## config.mk

```make
export PLATFORM = sky130hd
export DESIGN_NAME = ansi_escape_key_decoder_top
export DESIGN_NICKNAME = d
export VERILOG_FILES = /design/src/design/aekd_pkg.sv /design/src/design/aekd_fsm.sv /design/src/design/aekd_out_reg.sv /design/src/design/ansi_escape_key_decoder_top.sv
export SDC_FILE = /design/constraint.sdc
export NUM_CORES = 1
export LEC_CHECK = 0
export ABC_AREA = 1
export BUFFER_PORTS_ARGS = -buffer_cell sky130_fd_sc_hd__buf_2
export CAP_MARGIN = 30
export CORE_UTILIZATION = 56
export DETAILED_ROUTE_END_ITERATION = 7
export PLACE_DENSITY = 0.78
export SLEW_MARGIN = 20
export SYNTH_ARGS = -nofsm -noshare
export SYNTH_HDL_FRONTEND = slang
export SYNTH_SLANG_ARGS = --single-unit
```

## constraint.sdc

```tcl
create_clock -name i_clk -period 2.1 [get_ports i_clk]
set_clock_uncertainty 0.1 [all_clocks]
set_input_delay 0.105 -clock i_clk [delete_from_list [all_inputs] [get_ports i_clk]]
set_output_delay 0.105 -clock i_clk [all_outputs]
set_load 0.02 [all_outputs]
```

## src/design/aekd_pkg.sv

```systemverilog
// Package: payload structs, key codes, sequence states and byte constants.
`default_nettype none
package aekd_pkg;

    typedef struct packed {
        logic       mode;
        logic [7:0] data_byte;
    } t_in_item;

    typedef struct packed {
        logic [3:0] key_code;
        logic [7:0] char_value;
    } t_out_item;

    typedef enum logic [3:0] {
        K_NONE      = 4'd0,
        K_CHAR      = 4'd1,
        K_ENTER     = 4'd2,
        K_BACKSPACE = 4'd3,
        K_TAB       = 4'd4,
        K_UP        = 4'd5,
        K_DOWN      = 4'd6,
        K_RIGHT     = 4'd7,
        K_LEFT      = 4'd8,
        K_HOME      = 4'd9,
        K_END       = 4'd10,
        K_DELETE    = 4'd11,
        K_EOF       = 4'd12
    } t_key;

    typedef enum logic [2:0] {
        SEQ_IDLE   = 3'd0,
        SEQ_ESC    = 3'd1,
        SEQ_ESC_O  = 3'd2,
        SEQ_ESC_BR = 3'd3,
        SEQ_DIGIT  = 3'd4
    } t_seq;

    localparam logic [7:0] BYTE_ESC   = 8'd27;
    localparam logic [7:0] BYTE_DEL   = 8'd127;
    localparam logic [7:0] BYTE_HIGH  = 8'h80;
    localparam logic [7:0] BYTE_TILDE = 8'h7E;
    localparam logic [7:0] BYTE_SS3   = 8'h4F;
    localparam logic [7:0] BYTE_CSI   = 8'h5B;
    localparam logic [7:0] BYTE_BS    = 8'd8;
    localparam logic [7:0] BYTE_TAB   = 8'd9;
    localparam logic [7:0] BYTE_LF    = 8'd10;
    localparam logic [7:0] BYTE_CR    = 8'd13;
    localparam logic [7:0] BYTE_SPACE = 8'h20;
    localparam logic [7:0] BYTE_ZERO  = 8'h30;
    localparam logic [7:0] BYTE_NINE  = 8'h39;

    typedef struct packed {
        logic      emit;
        t_out_item item;
    } t_step;

endpackage
`default_nettype wire

```

## src/design/aekd_fsm.sv

```systemverilog
// Sequence state machine: state registers and per-item next state and result.
`default_nettype none
module aekd_fsm (
    input  wire logic              i_clk,
    input  wire logic              i_rst_n,
    input  wire logic              i_advance,
    input  wire aekd_pkg::t_in_item i_item,
    output aekd_pkg::t_step        o_step
);
    import aekd_pkg::*;

    t_seq       r_state, n_state;
    logic [3:0] r_digit, n_digit;
    logic [7:0] b;

    assign b = i_item.data_byte;

    always_ff @(posedge i_clk) begin
        if (!i_rst_n) begin
            r_state <= SEQ_IDLE;
            r_digit <= 4'd0;
        end else if (i_advance) begin
            r_state <= n_state;
            r_digit <= n_digit;
        end
    end

    // next state
    always_comb begin
        n_state = SEQ_IDLE;
        n_digit = 4'd0;
        if (!i_item.mode) begin
            unique case (r_state)
                SEQ_IDLE:   if (b == BYTE_ESC) n_state = SEQ_ESC;
                SEQ_ESC: begin
                    if (b == BYTE_SS3) n_state = SEQ_ESC_O;
                    else if (b == BYTE_CSI) n_state = SEQ_ESC_BR;
                end
                SEQ_ESC_O:  n_state = SEQ_IDLE;
                SEQ_ESC_BR: begin
                    if (b >= BYTE_ZERO && b <= BYTE_NINE) begin
                        n_state = SEQ_DIGIT;
                        n_digit = b[3:0];
                    end
                end
                SEQ_DIGIT:  n_state = SEQ_IDLE;
                default:    if (b == BYTE_ESC) n_state = SEQ_ESC;
            endcase
        end
    end

    // outputs
    always_comb begin
        o_step.emit            = 1'b1;
        o_step.item.key_code   = K_NONE;
        o_step.item.char_value = 8'd0;
        unique case (r_state)
            SEQ_ESC: begin
                if (!i_item.mode && (b == BYTE_SS3 || b == BYTE_CSI)) o_step.emit = 1'b0;
            end
            SEQ_ESC_O: begin
                if (!i_item.mode) begin
                    if (b == "H") o_step.item.key_code = K_HOME;
                    else if (b == "F") o_step.item.key_code = K_END;
                end
            end
            SEQ_ESC_BR: begin
                if (!i_item.mode) begin
                    case (b)
                        "A": o_step.item.key_code = K_UP;
                        "B": o_step.item.key_code = K_DOWN;
                        "C": o_step.item.key_code = K_RIGHT;
                        "D": o_step.item.key_code = K_LEFT;
                        "H": o_step.item.key_code = K_HOME;
                        "F": o_step.item.key_code = K_END;
                        default: if (b >= BYTE_ZERO && b <= BYTE_NINE) o_step.emit = 1'b0;
                    endcase
                end
            end
            SEQ_DIGIT: begin
                if (!i_item.mode && b == BYTE_TILDE) begin
                    case (r_digit)
                        4'd1, 4'd7: o_step.item.key_code = K_HOME;
                        4'd4, 4'd8: o_step.item.key_code = K_END;
                        4'd3:       o_step.item.key_code = K_DELETE;
                        default:    o_step.item.key_code = K_NONE;
                    endcase
                end
            end
            default: begin
                if (i_item.mode) o_step.item.key_code = K_EOF;
                else if (b == BYTE_ESC) o_step.emit = 1'b0;
                else if (b == BYTE_DEL || b == BYTE_BS) o_step.item.key_code = K_BACKSPACE;
                else if (b == BYTE_TAB) o_step.item.key_code = K_TAB;
                else if (b == BYTE_LF || b == BYTE_CR) o_step.item.key_code = K_ENTER;
                else if ((b >= BYTE_SPACE && b < BYTE_DEL) || b >= BYTE_HIGH) begin
                    o_step.item.key_code   = K_CHAR;
                    o_step.item.char_value = b;
                end
            end
        endcase
    end
endmodule
`default_nettype wire

```

## src/design/aekd_out_reg.sv

```systemverilog
// Output register with skid stage for the result channel.
`default_nettype none
module aekd_out_reg (
    input  wire logic                i_clk,
    input  wire logic                i_rst_n,
    input  wire logic                i_valid,
    input  wire aekd_pkg::t_out_item i_item,
    output logic                     o_ready,
    output logic                     o_valid,
    output aekd_pkg::t_out_item      o_item,
    input  wire logic                i_stall
);
    import aekd_pkg::*;

    logic      r_valid, r_skid_valid;
    t_out_item r_item, r_skid_item;

    assign o_ready = !r_skid_valid;
    assign o_valid = r_valid;
    assign o_item  = r_item;

    always_ff @(posedge i_clk) begin
        if (!i_rst_n) begin
            r_valid      <= 1'b0;
            r_skid_valid <= 1'b0;
        end else begin
            if (!r_valid || !i_stall) begin
                r_valid      <= r_skid_valid || i_valid;
                r_skid_valid <= 1'b0;
            end else if (i_valid) begin
                r_skid_valid <= 1'b1;
            end
        end
    end

    always_ff @(posedge i_clk) begin
        if (!r_valid || !i_stall) begin
            r_item <= r_skid_valid ? r_skid_item : i_item;
        end else if (i_valid && !r_skid_valid) begin
            r_skid_item <= i_item;
        end
    end
endmodule
`default_nettype wire

```

## src/design/ansi_escape_key_decoder_top.sv

```systemverilog
// Top level: ANSI escape sequence key decoder.
// Result path: the state update and key classification sit in one combinational stage
// in front of the output register; during output stall a result waits in the skid stage.
// Throughput: one byte per cycle while o_stall is low; the skid stage takes one byte during output stall.
// Reset: synchronous active low; sequence state to idle, held digit to zero, no result pending.
`default_nettype none
module ansi_escape_key_decoder_top (
    input  wire logic                i_clk,
    input  wire logic                i_rst_n,
    input  wire logic                i_valid,
    input  wire aekd_pkg::t_in_item  i_item,
    output logic                     o_stall,
    output logic                     o_valid,
    output aekd_pkg::t_out_item      o_item,
    input  wire logic                i_stall
);
    import aekd_pkg::*;

    logic  ready;
    logic  advance;
    t_step step;

    assign o_stall = !ready;
    assign advance = i_valid && ready;

    aekd_fsm u_fsm (
        .i_clk     (i_clk),
        .i_rst_n   (i_rst_n),
        .i_advance (advance),
        .i_item    (i_item),
        .o_step    (step)
    );

    aekd_out_reg u_out (
        .i_clk   (i_clk),
        .i_rst_n (i_rst_n),
        .i_valid (advance && step.emit),
        .i_item  (step.item),
        .o_ready (ready),
        .o_valid (o_valid),
        .o_item  (o_item),
        .i_stall (i_stall)
    );
endmodule
`default_nettype wire

```

==> summary.txt <==
Timing
  • Setup repair after global routing missed its margin: false
  • Final number of hold-violating endpoints: 0
  • Upper clock frequency limit: 546 MHz
  • Fin Setup TNS: 0 ns
  • Max-slew headroom at the worst pin: 72.1%
  • Pins Over Slew Limit: 0
  • Worst slack on hold paths: 0.00677 ns
  • Final Cycle Share: 87.3%
  • Clock period minus final worst setup slack: 1.83 ns
  • Pin slew with the least headroom to its limit: 0.419 ns
  • Post-route worst setup slack: 0.267 ns
  • Final count of negative-setup-slack endpoints: 0

Clock network
  • Source-to-sink clock delay at the later pin of the worst-skew pair: 0.33 ns
  • Clock Path Buffers: 2
  • Clock tree from TritonCTS: done
  • Root buffer cell: sky130_fd_sc_hd__clkbuf_4
  • Clock-pin slew reported for the worst setup and hold paths after clock tree synthesis: 0.09 ns
  • Htree depth: 2
  • Setup Fix Bufs, Post-CTS: 0
  • CTS sink cnt: 33
  • CTS hold repair buffers: 5
  • Clock buffer count from CTS: 5
  • Post-CTS Resized: 0

Critical path
  • CP delay by family, top: buffers and inverters
  • Data required time at the worst endpoint: 2.04 ns
  • Data arrival, critical path: 1.78 ns
  • Most numerous cell on the critical path: sky130_fd_sc_hd__nand2_1
  • Crit-path slowest cell: sky130_fd_sc_hd__dlygate4sd3_1
  • Largest stage delay, worst path: 0.53 ns
  • Sequence of cells on the critical path: dlygate4sd3_1 > buf_2 > nand2_1 > nor2_1 > nand3_1 > nand2_1 > a21oi_2 > nand2_1 > nor2_1 > buf_4
  • Critical path buffers and inverters: 3
  • Critical path startpoint category: input pin
  • Top fanout value on the critical path: 12
  • Nature of the critical path endpoint: register
  • Worst Path Class, Setup: in -> reg

Detailed routing
  • DR vias/cell: 5.17
  • DRC marker count from the first detailed-route iteration: 84
  • 1st-pass router iterations: 5
  • Antenna-violating nets left: 0
  • Total Routed Length: 3930 um
  • Via Count: 1731
  • Wire length per cell: 11.7 um
  • Count of unresolved DRC violations after routing: 0

Floorplan
  • Effective utilization at floorplan: 60.4%
  • Area enclosed by the die boundary: 3610 um^2
  • Row count: 20
  • Standard cell core area: 3130 um^2
  • Number of ports placed on the die boundary: 27
  • Die span in x: 60.1 um
  • Die Y: 60.1 um

Placement
  • Placed inst area: 2100 um^2
  • Setup Slack @ Placement: 0.373 ns
  • Final weighted congestion of routability-driven global placement: 0.931
  • Half-perimeter wire length of the detailed placement result: 2960 um
  • Port-buffer cells: 26

Power
  • Power density over the cells: 634 nW/um^2
  • Maximum resistive drop on vdd: 0.475 mV
  • Leakage power figure: 1.04 nW

Finish
  • Layout cell share with drive strength beyond 1: 22.3%
  • Utilization after layout: 71.2%
  • Area of all placed cells without fillers: 2230 um^2
  • # diodes: 0
  • Synth-to-Final Area Change: 18.0%
  • Net count, final: 303

Synth
  • Post-Syn Area: 1890 um^2
  • Cells after synthesis: 249
  • Register bit count reported by yosys: 33
  • Warnings from Yosys: 0
  • Sequential fraction of the synthesis area: 47.7%
  • Post-Syn Area per Cell: 7.58 um^2
  • Post-synthesis cell type count: 25
  • Syn Nets: 262

Global routing
  • Vias in the first global route: 1586
  • Largest net degree at the start of global routing: 16
  • Wire length of the first global-routing pass: 6680 um
  • GRT Residual Overflow: 0
  • Initial antenna violation count: 0
  • Global-route usage over all layers: 25.4%

Run
  • Maxcap violations: 0

Worst hold path
  • Min-Delay Path Class: in -> reg

Outcome
  • Outcome: complete, no violations
state kept, by name, summed over array words and instances, names as in the netlist:
register and count:
u_out.o_item 12, u_fsm.r_digit 4, u_out.o_valid 1, u_out.r_skid_valid 1
u_out.r_skid_item 12, u_fsm.r_state 3
final timing paths:
path                                       start              endpoint  slack (ns)  cells after the start
worst min register to register  u_fsm.r_digit[2]      u_fsm.r_digit[2]        0.41                      2
worst max register to register  u_fsm.r_state[2]  u_out.r_skid_item[7]        0.33                      9
worst max-delay path                   i_item[1]  u_out.r_skid_item[7]        0.27                     10
worst min-delay path                   i_item[2]      u_fsm.r_digit[2]       0.007                      3
metrics by stage:
stage	power, mW	cells
floorplan	0.889	249
global placement	0.960	322
detailed placement	0.962	322
CTS	1.42	335
global route	1.47	335
finish	1.41	335
cells by family after synthesis:
group	share of synthesized area (%)
compound gates	4.90
buf+inv	5.77
simple gates	41.6
flops	47.7
cell usage in the layout (no fill, tap or decap), types with 4 or more instances in the layout:
cell type,Yosys,layout
sky130_fd_sc_hd__a21oi_1,8,8
sky130_fd_sc_hd__buf_2,0,26
sky130_fd_sc_hd__buf_4,0,5
sky130_fd_sc_hd__clkbuf_4,0,5
sky130_fd_sc_hd__dfxtp_1,9,9
sky130_fd_sc_hd__dlygate4sd3_1,0,5
sky130_fd_sc_hd__edfxtp_1,24,24
sky130_fd_sc_hd__inv_1,18,18
sky130_fd_sc_hd__inv_2,8,8
sky130_fd_sc_hd__nand2_1,99,99
sky130_fd_sc_hd__nand3_1,14,14
sky130_fd_sc_hd__nand4_1,8,8
sky130_fd_sc_hd__nor2_1,30,30
sky130_fd_sc_hd__nor2_2,4,4
sky130_fd_sc_hd__nor3_2,7,7
layer usage:
layer | part of all wire (%) | track usage [%]
met4 | 2.9 | 12.0
met3 | 5.9 | 5.41
met5 | 0 | 0
met2 | 47 | 42.2
met1 | 44 | 31.4
report_power, final:
part | total (mW) | internal, mW | switching (mW) | leakage (nW)
sequential | 0.741 | 0.734 | 0.00723 | 0.324
combinational | 0.214 | 0.0670 | 0.147 | 0.674
clock | 0.456 | 0.248 | 0.208 | 0.0399
total | 1.41 | 1.05 | 0.363 | 1.04
area by class of cell:
class	instances	area, um^2
fill	250	900
multi-input combinational	187	878
sequential	33	901
inverter	27	101
tap	44	55.1
timing repair buffer	36	218
clock inverter	2	33.8
clock buffer	6	41.3
tightest hold or removal path: stages:
cell and delay [ns]:
sky130_fd_sc_hd__buf_2 0.15, sky130_fd_sc_hd__nand2_1 0.09, sky130_fd_sc_hd__a21oi_1 0.05
cell usage after synthesis:
cell type	number	share of area [%]
sky130_fd_sc_hd__o21ai_0	1	0.26
sky130_fd_sc_hd__a21oi_2	1	0.46
sky130_fd_sc_hd__a31oi_1	1	0.33
sky130_fd_sc_hd__nor3_2	7	3.7
sky130_fd_sc_hd__o22ai_1	1	0.33
sky130_fd_sc_hd__nand3_2	2	1.1
sky130_fd_sc_hd__dfxtp_1	9	9.5
sky130_fd_sc_hd__nand3_1	14	3.7
sky130_fd_sc_hd__nor4_4	1	1.1
sky130_fd_sc_hd__nand2_2	2	0.66
sky130_fd_sc_hd__nand4_1	8	2.7
sky130_fd_sc_hd__nor3_1	2	0.53
sky130_fd_sc_hd__inv_2	8	1.6
sky130_fd_sc_hd__a21oi_1	8	2.1
sky130_fd_sc_hd__o21ai_1	2	0.53
sky130_fd_sc_hd__o21ai_2	1	0.46
sky130_fd_sc_hd__nand2_1	99	20
sky130_fd_sc_hd__edfxtp_1	24	38
sky130_fd_sc_hd__nor2_4	2	1.2
sky130_fd_sc_hd__clkbuf_1	2	0.40
sky130_fd_sc_hd__nor2_1	30	6.0
sky130_fd_sc_hd__clkinv_1	1	0.20
sky130_fd_sc_hd__nor2_2	4	1.3
sky130_fd_sc_hd__a211oi_1	1	0.40
sky130_fd_sc_hd__inv_1	18	3.6
No activity file was read; power rests on OpenSTA's default activity.
